[config.mk]
export PLATFORM = sky130hd
export DESIGN_NAME = linear_probe_hash_map
export DESIGN_NICKNAME = d
export VERILOG_FILES = /design/src/design/lhm_pkg.sv /design/src/design/lhm_ctrl.sv /design/src/design/lhm_datapath.sv /design/src/design/linear_probe_hash_map.sv
export SDC_FILE = /design/constraint.sdc
export NUM_CORES = 2
export LEC_CHECK = 0
export BUFFER_PORTS_ARGS = -buffer_cell sky130_fd_sc_hd__buf_2
export CAP_MARGIN = 30
export CELL_PAD_IN_SITES_DETAIL_PLACEMENT = 2
export CELL_PAD_IN_SITES_GLOBAL_PLACEMENT = 2
export CORE_MARGIN = 5
export CORE_UTILIZATION = 57
export CTS_BUF_LIST = sky130_fd_sc_hd__clkbuf_8
export DETAILED_ROUTE_END_ITERATION = 7
export PLACE_DENSITY = 0.85
export SLEW_MARGIN = 40
export SYNTH_ARGS = -nofsm -noshare
export SYNTH_HDL_FRONTEND = slang
export SYNTH_HIERARCHICAL = 1
export SYNTH_MEMORY_MAX_BITS = 65536
export SYNTH_SLANG_ARGS = --single-unit
[constraint.sdc]
create_clock -name clk -period 13.3 [get_ports clk]
set_input_delay 2.66 -clock clk [delete_from_list [all_inputs] [get_ports clk]]
set_output_delay 2.66 -clock clk [all_outputs]
set_load 0.03 [all_outputs]
[src/design/lhm_pkg.sv]
// shared types and constants for the linear probing hash map
// no dependencies; imported by lhm_ctrl, lhm_datapath and the top level
`default_nettype none

package lhm_pkg;

	localparam int CNT_W        = 7;
	localparam int OP_W         = 2;
	localparam int FIELD_W      = 32;
	localparam int HASH_DIGIT_W = 4;
	localparam int HASH_DIGITS  = FIELD_W / HASH_DIGIT_W;
	localparam int DIG_W        = $clog2(HASH_DIGITS);

	localparam logic [CNT_W-1:0] LIMIT_RESET = 7'd48;

	// slot flags: bit 0 live, bit 1 tombstone
	localparam logic [1:0] FLAGS_EMPTY = 2'b00;
	localparam logic [1:0] FLAGS_LIVE  = 2'b01;
	localparam logic [1:0] FLAGS_TOMB  = 2'b10;
	localparam int FLAG_LIVE_BIT = 0;
	localparam int FLAG_TOMB_BIT = 1;

	typedef enum logic [OP_W-1:0] {
		REQ_ADD    = 2'd0,
		REQ_GET    = 2'd1,
		REQ_REMOVE = 2'd2
	} req_t;

	typedef enum logic [2:0] {
		ST_CLEAR,
		ST_IDLE,
		ST_HASH,
		ST_PROBE,
		ST_COMMIT
	} state_t;

	typedef struct packed {
		logic load;
		logic mod_step;
		logic probe_start;
		logic probe_run;
		logic commit;
		logic clear;
	} cmd_t;

	typedef struct packed {
		logic clear_last;
		logic mod_busy;
		logic probe_done;
		logic out_free;
	} sts_t;

endpackage

`default_nettype wire

[src/design/lhm_ctrl.sv]
// controller state machine of the hash map: clear sweep, hash reduce, probe, commit
// depends on lhm_pkg for state_t, cmd_t and sts_t
`default_nettype none

module lhm_ctrl import lhm_pkg::*; (
	input  wire logic clk,
	input  wire logic arst_n,
	input  wire logic in_valid,
	output logic      in_ready,
	input  wire sts_t sts,
	output cmd_t      cmd
);

	state_t state_q, state_d;

	always_ff @(posedge clk or negedge arst_n) begin
		if (!arst_n) begin
			state_q <= ST_CLEAR;
		end else begin
			state_q <= state_d;
		end
	end

	always_comb begin
		state_d = state_q;
		case (state_q)
			ST_CLEAR: begin
				if (sts.clear_last) state_d = ST_IDLE;
			end
			ST_IDLE: begin
				if (in_valid) state_d = ST_HASH;
			end
			ST_HASH: begin
				if (!sts.mod_busy) state_d = ST_PROBE;
			end
			ST_PROBE: begin
				if (sts.probe_done) state_d = ST_COMMIT;
			end
			ST_COMMIT: begin
				if (sts.out_free) state_d = ST_IDLE;
			end
			default: state_d = ST_CLEAR;
		endcase
	end

	always_comb begin
		cmd      = '0;
		in_ready = 1'b0;
		case (state_q)
			ST_CLEAR: cmd.clear = 1'b1;
			ST_IDLE: begin
				in_ready = 1'b1;
				cmd.load = in_valid;
			end
			ST_HASH: begin
				cmd.mod_step    = 1'b1;
				cmd.probe_start = !sts.mod_busy;
			end
			ST_PROBE:  cmd.probe_run = 1'b1;
			ST_COMMIT: cmd.commit    = sts.out_free;
			default: begin
				cmd      = '0;
				in_ready = 1'b0;
			end
		endcase
	end

endmodule

`default_nettype wire

[src/design/lhm_datapath.sv]
// datapath of the hash map: slot memories, hash reduce unit, probe tracking,
// live count, load limit register and output register; depends on lhm_pkg
`default_nettype none

module lhm_datapath import lhm_pkg::*; #(
	parameter int SLOTS      = 64,
	parameter int KEY_BITS   = 32,
	parameter int VALUE_BITS = 32
) (
	input  wire logic               clk,
	input  wire logic               arst_n,
	input  wire cmd_t               cmd,
	output sts_t                    sts,
	input  wire logic               cfg_wr_en,
	input  wire logic [CNT_W-1:0]   cfg_wr_data,
	input  wire logic [OP_W-1:0]    req_type,
	input  wire logic [FIELD_W-1:0] key,
	input  wire logic [FIELD_W-1:0] key_hash,
	input  wire logic [FIELD_W-1:0] write_value,
	output logic                    out_valid,
	input  wire logic               out_ready,
	output logic                    hit,
	output logic [FIELD_W-1:0]      read_value,
	output logic                    rejected,
	output logic [CNT_W-1:0]        live_count
);

	localparam int IW = $clog2(SLOTS);
	localparam int KW = (KEY_BITS < FIELD_W) ? KEY_BITS : FIELD_W;
	localparam int VW = (VALUE_BITS < FIELD_W) ? VALUE_BITS : FIELD_W;
	localparam bit POW2 = (SLOTS & (SLOTS - 1)) == 0;
	localparam logic [IW-1:0] LAST_SLOT = IW'(SLOTS - 1);

	// slot stores
	logic [KW-1:0] key_mem  [SLOTS];
	logic [VW-1:0] val_mem  [SLOTS];
	logic [1:0]    flag_mem [SLOTS];

	// request word
	logic [OP_W-1:0] op_q;
	logic [KW-1:0]   key_q;
	logic [VW-1:0]   val_q;

	logic [CNT_W-1:0] limit_q;
	logic [CNT_W-1:0] cnt_q;

	logic [IW-1:0] rem_q;
	logic          mod_busy;

	// probe
	logic [IW-1:0] idx_q, idx_inc, idx_s1;
	logic          rvalid_s1;
	logic [KW-1:0] rkey_s1;
	logic [VW-1:0] rval_s1;
	logic [1:0]    rflag_s1;
	logic [IW-1:0] ecnt_q;
	logic          done_q, found_q, free_q, tseen_q;
	logic [IW-1:0] where_q, tidx_q;
	logic [VW-1:0] fval_q;

	logic          eval_en, hit_now, empty_now, tomb_now, last_now, tseen_n;
	logic [IW-1:0] tidx_n;

	// commit
	logic             lim_full, do_ins, do_upd, do_rem, op_valid, rej_d;
	logic [CNT_W-1:0] cnt_d;
	logic [VW-1:0]    rd_d;
	logic             flag_we;
	logic [IW-1:0]    flag_addr;
	logic [1:0]       flag_wdata;

	logic out_valid_q;

	assign idx_inc = (idx_q == LAST_SLOT) ? '0 : idx_q + 1'b1;

	// configuration
	always_ff @(posedge clk or negedge arst_n) begin
		if (!arst_n) begin
			limit_q <= LIMIT_RESET;
		end else if (cfg_wr_en) begin
			limit_q <= cfg_wr_data;
		end
	end

	always_ff @(posedge clk) begin
		if (cmd.load) begin
			op_q  <= req_type;
			key_q <= key[KW-1:0];
			val_q <= write_value[VW-1:0];
		end
	end

	// start slot = key_hash mod SLOTS
	generate
		if (POW2) begin : g_mod_mask
			assign mod_busy = 1'b0;
			always_ff @(posedge clk) begin
				if (cmd.load) rem_q <= key_hash[IW-1:0];
			end
		end else begin : g_mod_iter
			localparam logic [IW+HASH_DIGIT_W-1:0] SL = (IW + HASH_DIGIT_W)'(SLOTS);
			logic [FIELD_W-1:0]           hash_q;
			logic [DIG_W-1:0]             dig_q;
			logic                         busy_q;
			logic [IW+HASH_DIGIT_W-1:0]   red;

			// one hex digit per cycle, remainder stays below SLOTS
			always_comb begin
				red = {rem_q, hash_q[FIELD_W-1 -: HASH_DIGIT_W]};
				for (int k = HASH_DIGIT_W - 1; k >= 0; k--) begin
					if (red >= (SL << k)) red = red - (SL << k);
				end
			end

			always_ff @(posedge clk or negedge arst_n) begin
				if (!arst_n) begin
					busy_q <= 1'b0;
					dig_q  <= '0;
				end else if (cmd.load) begin
					busy_q <= 1'b1;
					dig_q  <= '0;
				end else if (cmd.mod_step && busy_q) begin
					dig_q <= dig_q + 1'b1;
					if (dig_q == DIG_W'(HASH_DIGITS - 1)) busy_q <= 1'b0;
				end
			end

			always_ff @(posedge clk) begin
				if (cmd.load) begin
					hash_q <= key_hash;
					rem_q  <= '0;
				end else if (cmd.mod_step && busy_q) begin
					hash_q <= hash_q << HASH_DIGIT_W;
					rem_q  <= red[IW-1:0];
				end
			end

			assign mod_busy = busy_q;
		end
	endgenerate

	// slot address: clear sweep, then probe stream one slot per cycle
	always_ff @(posedge clk or negedge arst_n) begin
		if (!arst_n) begin
			idx_q     <= '0;
			rvalid_s1 <= 1'b0;
		end else if (cmd.probe_start) begin
			idx_q     <= rem_q;
			rvalid_s1 <= 1'b0;
		end else begin
			rvalid_s1 <= cmd.probe_run && !done_q;
			if (cmd.clear || (cmd.probe_run && !done_q)) idx_q <= idx_inc;
		end
	end

	always_ff @(posedge clk) begin
		idx_s1   <= idx_q;
		rkey_s1  <= key_mem[idx_q];
		rval_s1  <= val_mem[idx_q];
		rflag_s1 <= flag_mem[idx_q];
	end

	always_comb begin
		eval_en   = rvalid_s1 && !done_q;
		hit_now   = eval_en && rflag_s1[FLAG_LIVE_BIT] && (rkey_s1 == key_q);
		tomb_now  = eval_en && !rflag_s1[FLAG_LIVE_BIT] && rflag_s1[FLAG_TOMB_BIT];
		empty_now = eval_en && !rflag_s1[FLAG_LIVE_BIT] && !rflag_s1[FLAG_TOMB_BIT];
		last_now  = eval_en && (ecnt_q == LAST_SLOT);
		tseen_n   = tseen_q || tomb_now;
		tidx_n    = (tomb_now && !tseen_q) ? idx_s1 : tidx_q;
	end

	always_ff @(posedge clk or negedge arst_n) begin
		if (!arst_n) begin
			done_q  <= 1'b0;
			found_q <= 1'b0;
			free_q  <= 1'b0;
			tseen_q <= 1'b0;
			ecnt_q  <= '0;
			where_q <= '0;
			tidx_q  <= '0;
		end else if (cmd.probe_start) begin
			done_q  <= 1'b0;
			found_q <= 1'b0;
			free_q  <= 1'b0;
			tseen_q <= 1'b0;
			ecnt_q  <= '0;
		end else if (eval_en) begin
			tseen_q <= tseen_n;
			tidx_q  <= tidx_n;
			ecnt_q  <= ecnt_q + 1'b1;
			if (hit_now) begin
				found_q <= 1'b1;
				where_q <= idx_s1;
				done_q  <= 1'b1;
			end else if (empty_now) begin
				// reuse the first tombstone passed
				where_q <= tseen_q ? tidx_q : idx_s1;
				free_q  <= 1'b1;
				done_q  <= 1'b1;
			end else if (last_now) begin
				where_q <= tidx_n;
				free_q  <= tseen_n;
				done_q  <= 1'b1;
			end
		end
	end

	always_ff @(posedge clk) begin
		if (hit_now) fval_q <= rval_s1;
	end

	// commit decision
	always_comb begin
		lim_full = ({1'b0, cnt_q} + 8'd1) > {1'b0, limit_q};
		do_ins   = 1'b0;
		do_upd   = 1'b0;
		do_rem   = 1'b0;
		rej_d    = 1'b0;
		rd_d     = '0;
		op_valid = 1'b1;
		cnt_d    = cnt_q;
		case (op_q)
			REQ_ADD: begin
				if (lim_full || (!found_q && !free_q)) begin
					rej_d = 1'b1;
				end else if (found_q) begin
					do_upd = 1'b1;
				end else begin
					do_ins = 1'b1;
					cnt_d  = cnt_q + 1'b1;
				end
			end
			REQ_GET: begin
				if (found_q) rd_d = fval_q;
			end
			REQ_REMOVE: begin
				if (found_q) begin
					do_rem = 1'b1;
					if (cnt_q != '0) cnt_d = cnt_q - 1'b1;
				end
			end
			default: op_valid = 1'b0;
		endcase
	end

	assign flag_we    = cmd.clear || (cmd.commit && (do_ins || do_rem));
	assign flag_addr  = cmd.clear ? idx_q : where_q;
	assign flag_wdata = cmd.clear ? FLAGS_EMPTY : (do_ins ? FLAGS_LIVE : FLAGS_TOMB);

	always_ff @(posedge clk) begin
		if (cmd.commit && do_ins) key_mem[where_q] <= key_q;
		if (cmd.commit && (do_ins || do_upd)) val_mem[where_q] <= val_q;
		if (flag_we) flag_mem[flag_addr] <= flag_wdata;
	end

	always_ff @(posedge clk or negedge arst_n) begin
		if (!arst_n) begin
			cnt_q       <= '0;
			out_valid_q <= 1'b0;
		end else begin
			if (cmd.commit) begin
				cnt_q       <= cnt_d;
				out_valid_q <= 1'b1;
			end else if (out_ready) begin
				out_valid_q <= 1'b0;
			end
		end
	end

	always_ff @(posedge clk) begin
		if (cmd.commit) begin
			hit        <= found_q && op_valid;
			read_value <= FIELD_W'(rd_d);
			rejected   <= rej_d;
			live_count <= cnt_d;
		end
	end

	assign out_valid = out_valid_q;

	assign sts.clear_last = idx_q == LAST_SLOT;
	assign sts.mod_busy   = mod_busy;
	assign sts.probe_done = done_q;
	assign sts.out_free   = !out_valid_q || out_ready;

	a_cnt_bound: assert property (@(posedge clk) disable iff (!arst_n)
		32'(cnt_q) <= 32'(SLOTS))
		else $error("live count above slot count");

	a_found_not_free: assert property (@(posedge clk) disable iff (!arst_n)
		done_q && found_q |-> !free_q)
		else $error("probe reports both a match and a free slot");

	a_cnt_step: assert property (@(posedge clk) disable iff (!arst_n)
		cmd.commit |=> (cnt_q == $past(cnt_q)) || (cnt_q == CNT_W'($past(cnt_q) + 1'b1))
			|| (cnt_q == CNT_W'($past(cnt_q) - 1'b1)))
		else $error("live count moved by more than one");

	a_where_range: assert property (@(posedge clk) disable iff (!arst_n)
		done_q |-> where_q <= LAST_SLOT)
		else $error("probe slot out of range");

endmodule

`default_nettype wire

[src/design/linear_probe_hash_map.sv]
// linear probing hash map, one request at a time.
// the probe visits k slots (k = 1..SLOTS) before the result is valid; when SLOTS is not
// a power of two, the start slot is first reduced one hex digit a cycle.
// a new request is taken only once the last one has been committed to the output register.
// after reset a sweep over every slot clears the slot flags before in_ready rises.
`default_nettype none

module linear_probe_hash_map import lhm_pkg::*; #(
	parameter int SLOTS      = 64,
	parameter int KEY_BITS   = 32,
	parameter int VALUE_BITS = 32
) (
	input  wire logic               clk,
	input  wire logic               arst_n,
	input  wire logic               cfg_wr_en,
	input  wire logic [CNT_W-1:0]   cfg_wr_data,
	input  wire logic               in_valid,
	output logic                    in_ready,
	input  wire logic [OP_W-1:0]    req_type,
	input  wire logic [FIELD_W-1:0] key,
	input  wire logic [FIELD_W-1:0] key_hash,
	input  wire logic [FIELD_W-1:0] write_value,
	output logic                    out_valid,
	input  wire logic               out_ready,
	output logic                    hit,
	output logic [FIELD_W-1:0]      read_value,
	output logic                    rejected,
	output logic [CNT_W-1:0]        live_count
);

	cmd_t cmd;
	sts_t sts;

	lhm_ctrl u_ctrl (
		.clk      (clk),
		.arst_n   (arst_n),
		.in_valid (in_valid),
		.in_ready (in_ready),
		.sts      (sts),
		.cmd      (cmd)
	);

	lhm_datapath #(
		.SLOTS      (SLOTS),
		.KEY_BITS   (KEY_BITS),
		.VALUE_BITS (VALUE_BITS)
	) u_datapath (
		.clk         (clk),
		.arst_n      (arst_n),
		.cmd         (cmd),
		.sts         (sts),
		.cfg_wr_en   (cfg_wr_en),
		.cfg_wr_data (cfg_wr_data),
		.req_type    (req_type),
		.key         (key),
		.key_hash    (key_hash),
		.write_value (write_value),
		.out_valid   (out_valid),
		.out_ready   (out_ready),
		.hit         (hit),
		.read_value  (read_value),
		.rejected    (rejected),
		.live_count  (live_count)
	);

endmodule

`default_nettype wire
==> out/results.ini, run 1 <==
[run_status]
status = aborted with a tool error
lastStage = detailed placement
stop_error = [ERROR DPL-0033] detailed placement checks failed during check placement.

[die]
die_h_um = 558
ioPinCount = 153
die_x_um = 558
std_cell_rows = 201
start_util_pct = 57.1

[synth]
avgSynthCellArea_um2 = 23.1
syn_area_um2 = 171000
synth_warnings = 6
synthCells = 7416
synthesis.nets = 7538

[placement]
place_congestion = 0.792
hpwl_mm = 432
portBuffers = 126

==> metrics by stage <==
step	hold slack (ps)	cell area (µm²)
3_3_place_gp	391	178000
2_1_floorplan	342	171000
==> inputs of run 2 (changes only) <==
Settings changed: CELL_PAD_IN_SITES_DETAIL_PLACEMENT 2 to default, CELL_PAD_IN_SITES_GLOBAL_PLACEMENT 2 to default, CORE_UTILIZATION 57 to 40, CTS_BUF_LIST sky130_fd_sc_hd__clkbuf_8 to default, PLACE_DENSITY 0.85 to default, PLACE_DENSITY_LB_ADDON from default to 0.15.
==> run 2 against run 1 <==
Compared with the run above:
- the run now ends clean
- synthesized cell count unchanged
- area after synthesis stayed put
==> out/results.ini, run 2 <==
[critical_path]
start_kind = input port
cp_max_fo = 19
cp_common_cell = buf_4
crit_required_ps = 13890
crit_buf_inv = 4
cp-end-kind = flip-flop
cpMaxStageDelayCell = nor2_4
cp_cell_sequence = buf_2 -> nand2b_1 -> and4bb_4 -> inv_1 -> nor2_1 -> and2_1 -> nand4_1 -> buf_4 -> nor2_4 -> buf_4
path_class = input port to flip-flop
critical_path_arrival_ps = 6430
critPathTopFamily = simple AND/OR/NAND/NOR gates
critical_path.max_stage_delay_ps = 750

[clocking]
cts.sinks = 4488
cts_resized = 0
cts_tree = yes
clk_latency_ps = 990
root_buffer = clkbuf_16
cts_made_buffers = 463
holdBufCountCts = 0
cts_buffer_depth = 4
path_clk_slew_ps = 60
cts_setup_buffers = 0
h-tree-depth = 5

[routing]
drt_iter0_drc = 9787
dr.pass1.iters = 5
drtAntennaViolNets = 0
drc = 0
num_vias = 81300
vias_per_cell = 5.81
wl_mm = 478
wl_per_cell_um = 34.1

[power_and_ir_drop]
power.leakage_nw = 60.8
finalPower_w = 0.0397
pwr_density_cell_nw_per_um2 = 203
ir_drop_v = 0.000191

[die]
die_area_um2 = 441000
ioPinCount = 153
die_x_um = 664
fp.coreArea_um2 = 427000
std_cell_rows = 240
start_util_pct = 40.1
die_h_um = 664

[placement]
hpwl_mm = 258
dp.cells = 13100
portBuffers = 126
placed_area_um2 = 181000
place_congestion = 0.768

[grt]
overflow = 0
grt_pass1_wl_mm = 665
grt_max_degree = 109
antenna_found_initial = 22
grt_pass1_vias = 82400
grt.total_usage_pct = 21.3

[final_layout]
nNetsFinal = 8036
fillerInstances = 35200
design_area_um2 = 196000
reg.largest.list = u_datapath/key_mem (2048), u_datapath/val_mem (2048), u_datapath/flag_mem (128)
area_delta_synth_final_pct = 14.6
final_util_pct = 45.9
layout-drive-gt1-share_pct = 30.4
mostFrequentLayoutCell = edfxtp_1
final_cells = 14000
mostFrequentLayoutCells = 4369 x edfxtp_1, 1188 x mux4_2, 471 x clkbuf_16, 249 x buf_4, 201 x mux2i_1

[synth]
avgSynthCellArea_um2 = 23.1
syn_area_um2 = 171000
synthCells = 7416
synthesis.nets = 7538
synth_warnings = 6

[sta]
fin_crit_ps = 5840
maxSlewHeadroom_pct = 35.8
tightestPinTransition_ps = 936
post-route-period-util_pct = 43.9
rsz0062_at_grt = false
skew_ps = 44.4
setup_tns_ps = 0
finalMaxSlewViolations = 0
hold_viol_final = 0
max_freq_mhz = 171
setup_viol = 0

[hold_path]
hp-class = flip-flop to flip-flop

[run_status]
status = finished clean

[run]
drv_cap = 0

## run 2: path summary, 6_finish.rpt
path | from | to | slack (ps) | depth (start not counted)
setup / recovery | out_ready | u_datapath/val_mem[38][22] | 7460 | 10
hold / removal | u_datapath/rval_s1[19] | u_datapath/fval_q[19] | 400 | 0
setup reg to reg | u_datapath/cnt_q[0] | u_datapath/val_mem[38][22] | 7910 | 14
hold reg to reg | u_datapath/rval_s1[19] | u_datapath/fval_q[19] | 400 | 0
max in group asynchronous | arst_n | u_datapath/idx_q[5] | 11100 | 1
min in group asynchronous | arst_n | u_datapath/cnt_q[0] | 1710 | 1
## run 2: layout make-up
| class | count | area [µm²] | area share, % |
|---|---|---|---|
| diodes | 3 | 7.51 | 0.00383 |
| clock buffers | 618 | 12700 | 6.46 |
| clock inverters | 240 | 2270 | 1.16 |
| inverters | 19 | 80.1 | 0.0409 |
| multi-input cells | 2503 | 36300 | 18.6 |
| flip-flops and latches | 4488 | 134000 | 68.3 |
| well taps | 5687 | 7120 | 3.63 |
| repair buffers | 439 | 3590 | 1.83 |
## run 2: routing by layer
| layer | GRT usage (%) | share of wire, % | up-vias |
|---|---|---|---|
| li1 | - | - | 32500 |
| met1 | 31.3 | 43 | 45000 |
| met2 | 33.9 | 48 | 3168 |
| met3 | 3.37 | 7.0 | 583 |
| met4 | 4.78 | 2.4 | 2 |
| met5 | 0 | 0.0027 | - |
## run 2: metrics by stage
stage | worst slack [ps] | hold WS, ps
floorplan | 5130 | 342
global placement | 6530 | 391
detailed placement | 6510 | 389
CTS | 7560 | 403
global route | 7420 | 411
finish | 7460 | 397
## run 2: power breakdown
part | switching, W | leakage [nW] | total, W | internal (W)
Sequential | 0.000280 | 40.5 | 0.0163 | 0.0160
Combinational | 0.00614 | 13.0 | 0.0107 | 0.00457
Clock | 0.00540 | 7.30 | 0.0128 | 0.00738
## run 2: worst reg2reg max path: cells and delay by family (launching register included)
family,cells,cell delay [ps]
xor+xnor,1,160
buf+inv,3,1380
compound gates,1,120
flops,1,640
simple gates,7,2070
fa+ha+maj,2,560
No activity file was read; power rests on OpenSTA's default activity.
